**config.mk**
```make
export PLATFORM = sky130hd
export DESIGN_NAME = euler_totient_trial_division_flat
export DESIGN_NICKNAME = d
export VERILOG_FILES = /design/src/etf_pkg.sv /design/src/etf_if.sv /design/src/etf_div.sv /design/src/euler_totient_trial_division.sv /design/src/flat_wrapper.sv
export SDC_FILE = /design/constraint.sdc
export NUM_CORES = 1
export LEC_CHECK = 0
export ABC_AREA = 1
export BUFFER_PORTS_ARGS = -buffer_cell sky130_fd_sc_hd__buf_4
export CORE_ASPECT_RATIO = 0.6
export CORE_MARGIN = 4
export CORE_UTILIZATION = 46
export DETAILED_ROUTE_END_ITERATION = 8
export PLACE_DENSITY_LB_ADDON = 0.05
export REMOVE_ABC_BUFFERS = 1
export SYNTH_ARGS = -nofsm -noshare
export SYNTH_HDL_FRONTEND = slang
export SYNTH_HIERARCHICAL = 1
export SYNTH_SLANG_ARGS = --single-unit
```
**constraint.sdc**
```tcl
create_clock -name clk -period 4.9 [get_ports clk]
set_clock_uncertainty 0.1 [all_clocks]
set_input_delay 0.735 -clock clk [delete_from_list [all_inputs] [get_ports clk]]
set_output_delay 0.735 -clock clk [all_outputs]
set_load 0.02 [all_outputs]
```
**src/etf_pkg.sv**
```systemverilog
// Package for the totient block: field widths and the default datapath width.
// No dependencies.
package etf_pkg;

	localparam int NUMBER_W         = 32;
	localparam int TOTIENT_W        = 32;
	localparam int DATA_WIDTH_DEF   = 32;

endpackage

```
**src/etf_if.sv**
```systemverilog
// Valid/ready channel interfaces for the totient block: request and response.
// Depends on etf_pkg for the field widths.
interface etf_req_if;
	logic                          valid;
	logic                          ready;
	logic [etf_pkg::NUMBER_W-1:0]  number;

	modport source (output valid, output number, input ready);
	modport sink   (input valid, input number, output ready);
endinterface

interface etf_rsp_if;
	logic                          valid;
	logic                          ready;
	logic [etf_pkg::TOTIENT_W-1:0] totient;

	modport source (output valid, output totient, input ready);
	modport sink   (input valid, input totient, output ready);
endinterface

```
**src/etf_div.sv**
```systemverilog
// Restoring divider, one quotient bit per cycle, shared by the totient sequencer.
// No package dependencies; width comes from the parent.
module etf_div #(
	parameter int W = 32
) (
	input  logic         clk,
	input  logic         arst_n,
	input  logic         start,
	input  logic [W-1:0] dividend,
	input  logic [W-1:0] divisor,
	output logic         done,
	output logic [W-1:0] quotient,
	output logic [W-1:0] remainder
);

	localparam int CW = $clog2(W);

	logic          busy_q;
	logic          done_q;
	logic [CW-1:0] cnt_q;
	logic [W-1:0]  rem_q;
	logic [W-1:0]  quo_q;
	logic [W-1:0]  dsr_q;

	logic [W:0]    shifted;
	logic [W:0]    diff;

	assign shifted = {rem_q, quo_q[W-1]};
	assign diff    = shifted - {1'b0, dsr_q};

	always_ff @(posedge clk or negedge arst_n) begin
		if (!arst_n) begin
			busy_q <= 1'b0;
			done_q <= 1'b0;
			cnt_q  <= '0;
		end else begin
			done_q <= 1'b0;
			if (start) begin
				busy_q <= 1'b1;
				cnt_q  <= CW'(W - 1);
			end else if (busy_q) begin
				if (cnt_q == '0) begin
					busy_q <= 1'b0;
					done_q <= 1'b1;
				end else begin
					cnt_q <= cnt_q - CW'(1);
				end
			end
		end
	end

	// dividend shifts out of the top of quo_q while quotient bits enter at the bottom
	always_ff @(posedge clk) begin
		if (start) begin
			rem_q <= '0;
			quo_q <= dividend;
			dsr_q <= divisor;
		end else if (busy_q) begin
			if (!diff[W]) begin
				rem_q <= diff[W-1:0];
				quo_q <= {quo_q[W-2:0], 1'b1};
			end else begin
				rem_q <= shifted[W-1:0];
				quo_q <= {quo_q[W-2:0], 1'b0};
			end
		end
	end

	assign done      = done_q;
	assign quotient  = quo_q;
	assign remainder = rem_q;

endmodule

```
**src/euler_totient_trial_division.sv**
```systemverilog
// Channel   Dir  Payload             Handshake
// req       in   number  [31:0]      valid/ready, taken when both high
// rsp       out  totient [31:0]      valid/ready, taken when both high
//
// One item at a time. Each candidate divisor d costs one pass of the shared
// divider, and an item takes one pass for each d from 2 up to floor(sqrt(n)),
// plus one division per repeated prime factor and per distinct prime.
// Reset clears the sequencer and the output valid; no clearing pass.
// req.ready is high only while idle; a finished result waits in the output
// register while the next item is taken, and the sequencer holds if it is still full.
// Depends on etf_pkg, etf_if and etf_div.
module euler_totient_trial_division #(
	parameter int DATA_WIDTH = etf_pkg::DATA_WIDTH_DEF
) (
	input  logic       clk,
	input  logic       arst_n,
	etf_req_if.sink    req,
	etf_rsp_if.source  rsp
);

	localparam int DW = DATA_WIDTH;
	localparam int SW = DATA_WIDTH + 2;

	typedef enum logic [5:0] {
		S_IDLE   = 6'b000001,
		S_CHECK  = 6'b000010,
		S_DIVR   = 6'b000100,
		S_DIVA   = 6'b001000,
		S_DIVF   = 6'b010000,
		S_FINISH = 6'b100000
	} state_t;

	state_t        state_q;
	logic [DW-1:0] value_q;
	logic [DW-1:0] rest_q;
	logic [DW-1:0] ans_q;
	logic [DW-1:0] d_q;
	logic [SW-1:0] sq_q;
	logic          found_q;
	logic [DW-1:0] out_q;
	logic          out_valid_q;

	logic [DW-1:0] in_value;
	logic          div_start;
	logic [DW-1:0] div_dvd;
	logic [DW-1:0] div_dsr;
	logic          div_done;
	logic [DW-1:0] div_quot;
	logic [DW-1:0] div_rem;
	logic          in_loop;
	logic [SW-1:0] sq_next;

	generate
		if (DW > etf_pkg::NUMBER_W) begin : g_in_ext
			assign in_value = {{(DW - etf_pkg::NUMBER_W){1'b0}}, req.number};
		end else begin : g_in_cut
			assign in_value = req.number[DW-1:0];
		end
		if (DW >= etf_pkg::TOTIENT_W) begin : g_out_cut
			assign rsp.totient = out_q[etf_pkg::TOTIENT_W-1:0];
		end else begin : g_out_ext
			assign rsp.totient = {{(etf_pkg::TOTIENT_W - DW){1'b0}}, out_q};
		end
	endgenerate

	assign req.ready = (state_q == S_IDLE);
	assign rsp.valid = out_valid_q;

	// d*d <= value, with d*d kept incrementally: (d+1)^2 = d^2 + 2d + 1
	assign in_loop = (sq_q <= {2'b00, value_q});
	assign sq_next = sq_q + {1'b0, d_q, 1'b1};

	always_comb begin
		div_start = 1'b0;
		div_dvd   = rest_q;
		div_dsr   = d_q;
		case (state_q)
			S_CHECK: begin
				if (in_loop) begin
					div_start = 1'b1;
				end else if (rest_q > DW'(1)) begin
					div_start = 1'b1;
					div_dvd   = ans_q;
					div_dsr   = rest_q;
				end
			end
			S_DIVR: begin
				if (div_done) begin
					if (div_rem == '0) begin
						div_start = 1'b1;
						div_dvd   = div_quot;
					end else if (found_q) begin
						div_start = 1'b1;
						div_dvd   = ans_q;
					end
				end
			end
			default: begin
				div_start = 1'b0;
			end
		endcase
	end

	etf_div #(
		.W (DW)
	) u_div (
		.clk       (clk),
		.arst_n    (arst_n),
		.start     (div_start),
		.dividend  (div_dvd),
		.divisor   (div_dsr),
		.done      (div_done),
		.quotient  (div_quot),
		.remainder (div_rem)
	);

	always_ff @(posedge clk or negedge arst_n) begin
		if (!arst_n) begin
			state_q     <= S_IDLE;
			out_valid_q <= 1'b0;
		end else begin
			if (state_q == S_FINISH && (!out_valid_q || rsp.ready)) begin
				out_valid_q <= 1'b1;
			end else if (rsp.ready) begin
				out_valid_q <= 1'b0;
			end
			case (state_q)
				S_IDLE: begin
					if (req.valid) begin
						state_q <= S_CHECK;
					end
				end
				S_CHECK: begin
					if (in_loop) begin
						state_q <= S_DIVR;
					end else if (rest_q > DW'(1)) begin
						state_q <= S_DIVF;
					end else begin
						state_q <= S_FINISH;
					end
				end
				S_DIVR: begin
					if (div_done && div_rem != '0) begin
						state_q <= found_q ? S_DIVA : S_CHECK;
					end
				end
				S_DIVA: begin
					if (div_done) begin
						state_q <= S_CHECK;
					end
				end
				S_DIVF: begin
					if (div_done) begin
						state_q <= S_FINISH;
					end
				end
				S_FINISH: begin
					if (!out_valid_q || rsp.ready) begin
						state_q <= S_IDLE;
					end
				end
				default: begin
					state_q <= S_IDLE;
				end
			endcase
		end
	end

	// answer/d is exact here, so answer/d*(d-1) is answer - answer/d
	always_ff @(posedge clk) begin
		case (state_q)
			S_IDLE: begin
				if (req.valid) begin
					value_q <= in_value;
					rest_q  <= in_value;
					ans_q   <= in_value;
					d_q     <= DW'(2);
					sq_q    <= SW'(4);
					found_q <= 1'b0;
				end
			end
			S_DIVR: begin
				if (div_done) begin
					if (div_rem == '0) begin
						rest_q  <= div_quot;
						found_q <= 1'b1;
					end else if (!found_q) begin
						d_q  <= d_q + DW'(1);
						sq_q <= sq_next;
					end
				end
			end
			S_DIVA: begin
				if (div_done) begin
					ans_q   <= ans_q - div_quot;
					found_q <= 1'b0;
					d_q     <= d_q + DW'(1);
					sq_q    <= sq_next;
				end
			end
			S_DIVF: begin
				if (div_done) begin
					ans_q <= ans_q - div_quot;
				end
			end
			S_FINISH: begin
				if (!out_valid_q || rsp.ready) begin
					out_q <= ans_q;
				end
			end
			default: begin
				found_q <= found_q;
			end
		endcase
	end

endmodule

```
**src/flat_wrapper.sv**
```systemverilog
// flat-port wrapper written by rule: the top's interface ports become plain ports
module euler_totient_trial_division_flat 
#(
	parameter int DATA_WIDTH = etf_pkg::DATA_WIDTH_DEF
)
  (clk, arst_n, req_valid, req_number, req_ready, rsp_valid, rsp_totient, rsp_ready);
  etf_req_if req_i ();
  etf_rsp_if rsp_i ();
  input  logic clk;
  input  logic arst_n;
  input wire logic [$bits(req_i.valid)-1:0] req_valid;
  input wire logic [$bits(req_i.number)-1:0] req_number;
  output wire logic [$bits(req_i.ready)-1:0] req_ready;
  output wire logic [$bits(rsp_i.valid)-1:0] rsp_valid;
  output wire logic [$bits(rsp_i.totient)-1:0] rsp_totient;
  input wire logic [$bits(rsp_i.ready)-1:0] rsp_ready;
  assign req_i.valid = req_valid;
  assign req_i.number = req_number;
  assign req_ready = req_i.ready;
  assign rsp_valid = rsp_i.valid;
  assign rsp_totient = rsp_i.totient;
  assign rsp_i.ready = rsp_ready;
  euler_totient_trial_division #(.DATA_WIDTH(DATA_WIDTH)) u_core (.clk(clk), .arst_n(arst_n), .req(req_i), .rsp(rsp_i));
endmodule
```
### After elaboration in Yosys (flattened, before gate mapping)

Index checks and enable logic that the tools add are counted.

* input port bits: 36
* register bits: 305
* word-level logic and storage cells: 124
* output and inout port bits: 34

* order comparisons: 2
* add/subtract/negate cells: 5
* reductions and logical operators: 22
* equal/unequal tests: 18
* muxes and demuxes: 62

Operator list (number)
* 32-bit two-way mux: 20
* 32-bit case mux with 2 select lines: 3
* 34-bit two-way mux: 5
* 34-bit case mux with 3 select lines: 1
* 32-bit case mux with 3 select lines: 1
* 6-bit two-way mux: 7
* 6-bit case mux with 6 select lines: 1
* 34-bit by 33-bit adder with 34-bit output: 1
* 34-bit by 32-bit less-or-equal comparator with 1-bit output: 1
* 33-bit by 32-bit subtractor with 33-bit output: 1
* 32-bit by 1-bit adder with 32-bit output (second input constant): 1
* 32-bit by 1-bit > comparator with 1-bit output (second input constant): 1
* 32-bit logical NOT: 1
* 32-bit nonzero test: 1
* 32-bit subtractor: 1
* 1-bit two-way mux: 18
* 5-bit two-way mux: 3
* 2-bit != test (second input constant): 7
* 5-bit AND reduction: 2
* 2-bit by 1-bit != test with 1-bit output (second input constant): 4
* 2-bit AND reduction: 4
* 2-bit nonzero test: 4
* 6-bit by 1-bit == test with 1-bit output (second input constant): 1
* 6-bit by 2-bit == test with 1-bit output (second input constant): 1
* other kinds (18): 19

### Logic depth before layout (Yosys ltp)

Gate-level depths: netlist of run 1.

* depth in word-level cells: 6
* depth in mapped cells: 26

### Modules after synthesis

The synthesis of run 1 kept the hierarchy.

By module, submodules not included
* euler_totient_trial_division: cells each 2197, area each 15791.4 sq um, instances 1, seq. area each 6032.0 sq um
* etf_div: cells each 1041, area each 6891.6 sq um, instances 1, seq. area each 2737.6 sq um

### Worst setup path after synthesis of run 1

OpenSTA, ideal clock, no wires.

* path kind: in2reg
* start point: input req_valid
* end point: register u_core.rest_q[0] (enable)
* data required time: 4.330 ns
* slack: -0.403 ns
* data arrival time: 4.733 ns
* cell stages on the path: 4
* path through: inv_1 > nor2_1 > nor2_1 > a211oi_1

* word-level cells in the longest chain between the ends: 2

Ends and longest elaborated chain
* start: declaration: line flat_wrapper.sv:11 `input wire logic [$bits(req_i.valid)-1:0] req_valid;`
* 2-bit != test (no source line)
* 4-bit AND reduction (no source line)
* end signal: assignment: line euler_totient_trial_division.sv:175 `rest_q <= in_value;`
* end signal: assignment: line euler_totient_trial_division.sv:185 `rest_q <= div_quot;`
* end: declaration: line euler_totient_trial_division.sv:35 `logic [DW-1:0] rest_q;`

No other way between the ends.
A chain may end at the register's enable or synchronous reset.

### Worst setup path in the final report of run 1

* start point: register u_core.sq_q[29]
* end point: register u_core.u_div.cnt_q[4]

* word-level cells in the longest chain between the ends: 5

Ends and longest elaborated chain
* start: declaration: line euler_totient_trial_division.sv:38 `logic [SW-1:0] sq_q;`
* start signal: assignment: line euler_totient_trial_division.sv:189 `sq_q <= sq_next;`
* start signal: assignment: line euler_totient_trial_division.sv:198 `sq_q <= sq_next;`
* 34-bit by 32-bit less-or-equal comparator with 1-bit output *: line euler_totient_trial_division.sv:70 `assign in_loop = (sq_q <= {2'b00, value_q});`
* 1-bit two-way mux *: line euler_totient_trial_division.sv:79 `if (in_loop) begin`
* 1-bit case mux with 2 select lines *: line euler_totient_trial_division.sv:77 `case (state_q)`
* net u_core.div_start: line euler_totient_trial_division.sv:44 `logic div_start;`
* 2-bit by 1-bit != test with 1-bit output (no source line) or 2-bit nonzero test (tied branches)
* 2-bit AND reduction (no source line)
* end signal: assignment: line etf_div.sv:40 `cnt_q <= CW'(W - 1);`
* end signal: assignment: line etf_div.sv:46 `cnt_q <= cnt_q - CW'(1);`
* end: declaration: line etf_div.sv:20 `logic [CW-1:0] cnt_q;`

The timed path passes the listed nets; every way through them passes the cells marked *.

==> results.yml, run 1 <==
floorplanning:
  start_util_pct: 47.0
  rows: 62
  core-area_um2: 48300
  dieHeight_um: 180
  die_area_um2: 53000
  pin_count: 70
  die_w_um: 295
detailed_routing:
  num_vias: 22137
  viasPerCell: 5.60
  postRouteAntennaNets: 0
  dr.pass1.iters: 7
  drc_errors: 0
  drtIter0Drc: 2883
  wl_um: 83300
  wl_per_cell_um: 21.1
finish:
  layout-drive-gt1-share_pct: 6.56
  final_common_cell: "nand2_1"
  final_cell_mix: "nand2_1 (1065), inv_1 (505), nor2_1 (297), edfxtp_1 (259), nand3_1 (241)"
  fin_nets: 3457
  fillers: 4829
  num_antenna_cells: 0
  fin_area_um2: 25000
  final_util_pct: 51.8
  syn2layout_area_growth_pct: 10.2
synthesis:
  synth-simple-area-share_pct: 33.8
  syn_inst: 3238
  ys.flop_type: "edfxtp_1"
  seq_area_frac_synth_pct: 38.7
  ys_warn_count: 6
  syn_area_um2: 22700
  synthAdderAreaFrac_pct: 7.44
  synthMuxAreaShare_pct: 0
  synth-edff-count: 259
  synth_xor_xnor_area_share_pct: 1.43
  syn_area_per_cell_um2: 7.01
  synth-seq-cells: 305
  ys_types: 57
  async_flop_share_pct: 4.59
  synth-compound-area-share_pct: 8.22
  synth_top_family_by_area: "simple AND/OR/NAND/NOR gates"
cts:
  htree_num_levels: 2
  clockBufferDepth: 3
  cts.sinks: 305
  post_cts_buffers: 0
  root_buffer: "clkbuf_16"
  cts_resized: 0
  clk_pin_slew_worst_paths_ps: 70
  cts_inserted_buffers: 34
  clk_latency_ps: 540
  tritoncts: "yes"
  cts_hold_buf: 1
worst_setup_path:
  arrival_ps: 4330
  path_cells: "ha_1 > nand2_1 > inv_1 > nand3_1 > nor3_1 > nand3_2 > nand2_4 > o21ai_0 > nand2_2 > inv_2 > nand4_1 > inv_1 > nor2_1 > inv_1 > nor3_1 > inv_1 > o21ai_0 > nand3_1"
  cpMostUsedCell: "inv_1"
  endpoint_kind: "register"
  slowest_delay_ps: 420
  worstSetupPathType: "register to register"
  cp_max_fo: 21
  crit_required_ps: 5210
  start_kind: "register"
  crit_slowest_cell: "nor3_1"
place:
  place.gp.congestion: 0.976
  place_area_um2: 23900
  hpwlAfterDp_um: 64600
  port_buffers: 69
  place_ws_ps: 940
timing:
  period_needed_ps: 4030
  tns_ps: 0
  hold_violations: 0
  min_period_over_period_pct: 82.2
  timing.final.ws_setup_ps: 874
  slew_headroom_pct: 0.0460
  clock.fmax_mhz: 248
  setup_viol_count_final: 0
  slew_violations: 0
  max_slew.worst_pin.slew_ps: 1490
  grt_setup_unrepaired: "false"
hold_path:
  holdCritPathClass: "input port to register"
run_status:
  violations: "capacitance limit"
  status: "complete, but fails checks"
global_routing:
  overflow: 0
  grt_usage_pct: 30.4
  grt_pass1_wl_um: 124000
  grt_max_degree: 67
  grt_pass1_vias: 19695
  grt_antenna_before_repair: 0
run:
  max_cap_viol_count: 1
==> sequential cells by signal, summed over array words and instances, names as in the netlist <==
name	flops
u_core/rsp.valid	1
u_core/u_div/done	1
u_core/state_q	6
u_core/u_div/quotient	32
u_core/rest_q	32
u_core/ans_q	32
u_core/u_div/remainder	32
u_core/u_div/dsr_q	32
u_core/d_q	32
u_core/sq_q	34
u_core/value_q	32
u_core/u_div/busy_q	1
u_core/rsp.totient	32
u_core/u_div/cnt_q	5
u_core/found_q	1
==> per-layer routing <==
layer	vias to the layer above	track usage, %	part of all wire (%)
met2	1176	38.9	37
li1	10577	-	-
met3	100	8.88	12
met5	-	0	0
met1	10284	50.0	49
met4	0	4.85	1.5
==> Yosys cell counts, types with 19 or more instances <==
master	number	area (um^2)
nand2_1	1066	4000
inv_1	506	1900
nor2_1	303	1140
edfxtp_1	259	7780
nand3_1	241	1210
a21oi_1	184	921
ha_1	130	1630
o21ai_0	111	556
nand4_1	84	526
clkbuf_1	44	165
nor3_1	40	200
dfxtp_1	32	641
buf_2	21	105
xnor2_1	19	166
==> stage by stage <==
step,cells,hold WS [ps]
3_3_place_gp,3891,357
4_1_cts,3950,257
2_1_floorplan,3151,326
6_report,3950,276
3_5_place_dp,3891,349
5_1_grt,3950,287
==> area by class of cell <==
| type | count | area [um^2] | area share [%] |
|---|---|---|---|
| inverters | 516 | 1940 | 7.75 |
| well taps | 640 | 801 | 3.20 |
| flip-flops and latches | 305 | 8770 | 35.1 |
| clock inverters | 12 | 133 | 0.531 |
| multi-input cells | 2330 | 11600 | 46.4 |
| clock buffers | 46 | 970 | 3.88 |
| repair buffers | 101 | 786 | 3.14 |
==> worst paths after layout <==
kind                       slack, ps  cells after the start             from                    end
hold / removal                   280                      2        rsp_ready       u_core/rsp.valid
max in group asynchronous       3970                      2           arst_n      u_core/state_q[0]
hold reg to reg                  360                      0  u_core/ans_q[0]  u_core/rsp.totient[0]
setup reg to reg                 870                     18  u_core/sq_q[29]  u_core/u_div/cnt_q[4]
min in group asynchronous        480                      2           arst_n       u_core/rsp.valid
setup / recovery                 870                     18  u_core/sq_q[29]  u_core/u_div/cnt_q[4]
==> cells by family (layout without fill, tap and decap cells) <==
group                    count (synthesis)  count (layout)
AND/OR/NAND/NOR                       1812            1812
AO/OA/AOI/OAI                          348             348
XOR/XNOR                                37              37
flip-flops                             305             305
adder cells (fa/ha/maj)                133             133
buffers and inverters                  603             675
==> worst max-delay path: cells and delay by family, from the launching register on <==
kind | cells | cell delay [ps]
AND/OR/NAND/NOR | 10 | 2070
buffers and inverters | 5 | 690
adder cells (fa/ha/maj) | 1 | 320
AO/OA/AOI/OAI | 2 | 270
flip-flops | 1 | 400
Power of run 1 is left out: the tool's default activity adds up to more than one toggle a clock period on the data nets, which glitch-free logic cannot reach.
==> run 2, diff against run 1 <==
==> constraint.sdc (replaced) <==
create_clock -name clk -period 3.3 [get_ports clk]
set_clock_uncertainty 0.1 [all_clocks]
set_input_delay 0.495 -clock clk [delete_from_list [all_inputs] [get_ports clk]]
set_output_delay 0.495 -clock clk [all_outputs]
set_load 0.02 [all_outputs]
==> run 2 against run 1 <==
Effect of this change:
- via count about the same
- fmax rose by 28%
- register-to-register slack lost 720 ps
- largest cell class unchanged
- non-clock buffer count up 29
- sequential share of layout area down 0.39 points
- worst hold slack worse by 230 ps
- critical endpoint is now u_core/ans_q[25]
- count of clock-buffer cells in the layout grew 2
- global-route usage shrank 0.20 points
- the run now ends clean
- die area stayed put
==> results.yml, run 2 (synthesized netlist as in run 1, its figures left out) <==
finish:
  num_antenna_cells: 0
  fin_area_um2: 25300
  layout.area.seq_um2: 8770
  fin_cells: 3982
  fin_nets: 3487
  largest-register: "u_core/sq_q"
  multi_input_area_um2: 11600
  largest_register_ffs: 34
  layout-drive-gt1-share_pct: 7.21
  final_cell_mix: "nand2_1 (1065), inv_1 (505), nor2_1 (297), edfxtp_1 (259), nand3_1 (241)"
  final_util_pct: 52.4
  final_common_cell: "nand2_1"
  syn2layout_area_growth_pct: 11.4
  fillers: 4792
detailed_routing:
  postRouteAntennaNets: 0
  viasPerCell: 5.56
  num_vias: 22147
  drc_errors: 0
  wl_per_cell_um: 20.6
  drtIter0Drc: 2805
  dr.pass1.iters: 6
  wl_um: 82000
global_routing:
  grt_usage_pct: 30.2
  grt_pass1_wl_um: 123000
  grt_max_degree: 67
  grt_antenna_before_repair: 0
  overflow: 0
  grt_pass1_vias: 20038
power:
  ir_drop_uv: 574
  seqPwrFrac_pct: 25.6
  power_frac_comb_pct: 62.2
  p_sw_mw: 16.7
  powerDensity_nw_per_um2: 1240
  clkPwrFrac_pct: 12.2
  power.leakage_nw: 12.2
  swShare_pct: 53.3
  p_int_mw: 14.6
hold_path:
  hold_path_depth: 2
  min_from: "req_valid"
  holdCritPathClass: "input port to register"
  hold_end: "u_core/state_q[0]"
cts:
  root_buffer: "clkbuf_16"
  clockBufferDepth: 3
  clk_pin_slew_worst_paths_ps: 60
  cts_inserted_buffers: 35
  clk_latency_ps: 540
  htree_num_levels: 2
  tritoncts: "yes"
  cts.sinks: 305
worst_setup_path:
  worstSetupPathType: "register to register"
  start_kind: "register"
  slowest_delay_ps: 450
  cp_max_fo: 6
  cp_top_family: "simple AND/OR/NAND/NOR gates"
  crit_slowest_cell: "edfxtp_1"
  cp.buffers_inverters: 1
  path_cells: "ha_1 > a21oi_1 > nand2_1 > a21oi_1 > buf_4 > o21ai_0 > nand3_1 > nand3_1 > nand2_1 > nand3_1 > nand2_1"
  crit_required_ps: 3480
  endpoint_kind: "register"
  reg2reg_slack_ps: 150
  worstReg2RegEnd: "u_core/ans_q[25]"
  reg2reg_from: "u_core/ans_q[2]"
  arrival_ps: 3330
  r2r_cells: 11
place:
  port_buffers: 69
  post-place-cells: 3919
  hpwlAfterDp_um: 63600
  place.gp.congestion: 1.02
  place_area_um2: 24200
timing:
  min_period_over_period_pct: 95.4
  slew_headroom_pct: 37.7
  grt_setup_unrepaired: "true"
  slew_violations: 0
  clock.fmax_mhz: 318
  finalHoldWorstSlack_ps: 48.5
  setup_viol_count_final: 0
  max_slew.worst_pin.slew_ps: 934
  period_needed_ps: 3150
  hold_violations: 0
floorplanning:
  die_area_um2: 53000
  dieHeight_um: 180
  core-area_um2: 48300
  rows: 62
  pin_count: 70
  die_w_um: 295
  start_util_pct: 47.0
run_status:
  status: "completed"
run:
  max_cap_viol_count: 0
## run 2: changes by cell type in the layout (fill, tap and decap cells not counted), sizes merged
cell | previous run | this run
clkinvlp | 2 | 1
buf | 100 | 129
bufinv | 2 | 1
clkbuf | 46 | 48
clkinv | 9 | 13
inv | 515 | 514
## run 2: cell type report
class / instances / share of cell area, %
inverter: 516 / 7.67
timing repair buffer: 130 / 4.37
sequential: 305 / 34.7
clock buffer: 48 / 3.87
tap: 640 / 3.17
clock inverter: 13 / 0.342
multi-input combinational: 2330 / 45.9
## run 2: power by group through the flow
stage / Combinational, mW / Sequential (mW) / Clock, mW
after floorplan: 12.2 / 7.30 / 0
after global placement: 18.6 / 8.04 / 0
after detailed placement: 18.7 / 8.04 / 0
after CTS: 18.8 / 7.98 / 3.89
after global routing: 21.6 / 8.14 / 4.04
final: 19.4 / 8.01 / 3.82
## run 2: worst register-to-register path, cell delays in order, from the launching register on
cell      delay [ps]
edfxtp_1         450
ha_1             440
a21oi_1          160
nand2_1          200
a21oi_1          140
buf_4            170
o21ai_0          400
nand3_1          370
nand3_1          170
nand2_1           60
nand3_1          150
nand2_1           90
## run 2: through the flow
step	setup TNS (ps)	setup slack, ps	total power, mW
2_1_floorplan	-654670	-3340	19.5
3_3_place_gp	0	227	26.6
3_5_place_dp	0	48.0	26.7
4_1_cts	0	44.7	30.7
5_1_grt	-130	-85.9	33.8
6_report	0	151	31.3
## run 2: worst max-delay path by stage
| stage | endpoint | cells past startpoint | slack, ps | startpoint |
|---|---|---|---|---|
| finish | u_core/ans_q[25] | 11 | 150 | u_core/ans_q[2] |
| CTS | u_core/u_div/cnt_q[4] | 17 | 40 | u_core/sq_q[9] |
| global placement | u_core/u_div/cnt_q[4] | 17 | 230 | u_core/sq_q[9] |
| floorplan | u_core/u_div/quotient[0] | 7 | -3340 | u_core/state_q[0] |
| global route | u_core/u_div/cnt_q[4] | 22 | -90 | u_core/sq_q[5] |
| detailed placement | u_core/u_div/cnt_q[4] | 17 | 50 | u_core/sq_q[9] |
## run 2: timing repair
action | CTS | global route
resized for setup | 0 | 2
setup endpoints to repair | 0 | 35
hold endpoints to repair | 14 | 0
hold buffers | 1 | 0
buffers inserted | 0 | 1
## run 2: routing by layer
layer  GRT usage, %  vias up  wire, um
li1               -    10631         -
met1           49.5    10217     40100
met2           37.9     1180     29700
met3           8.93      117     10500
met4           6.13        2      1620
met5           1.36        -        51
Note: power is estimated with default switching activity, not from simulation.
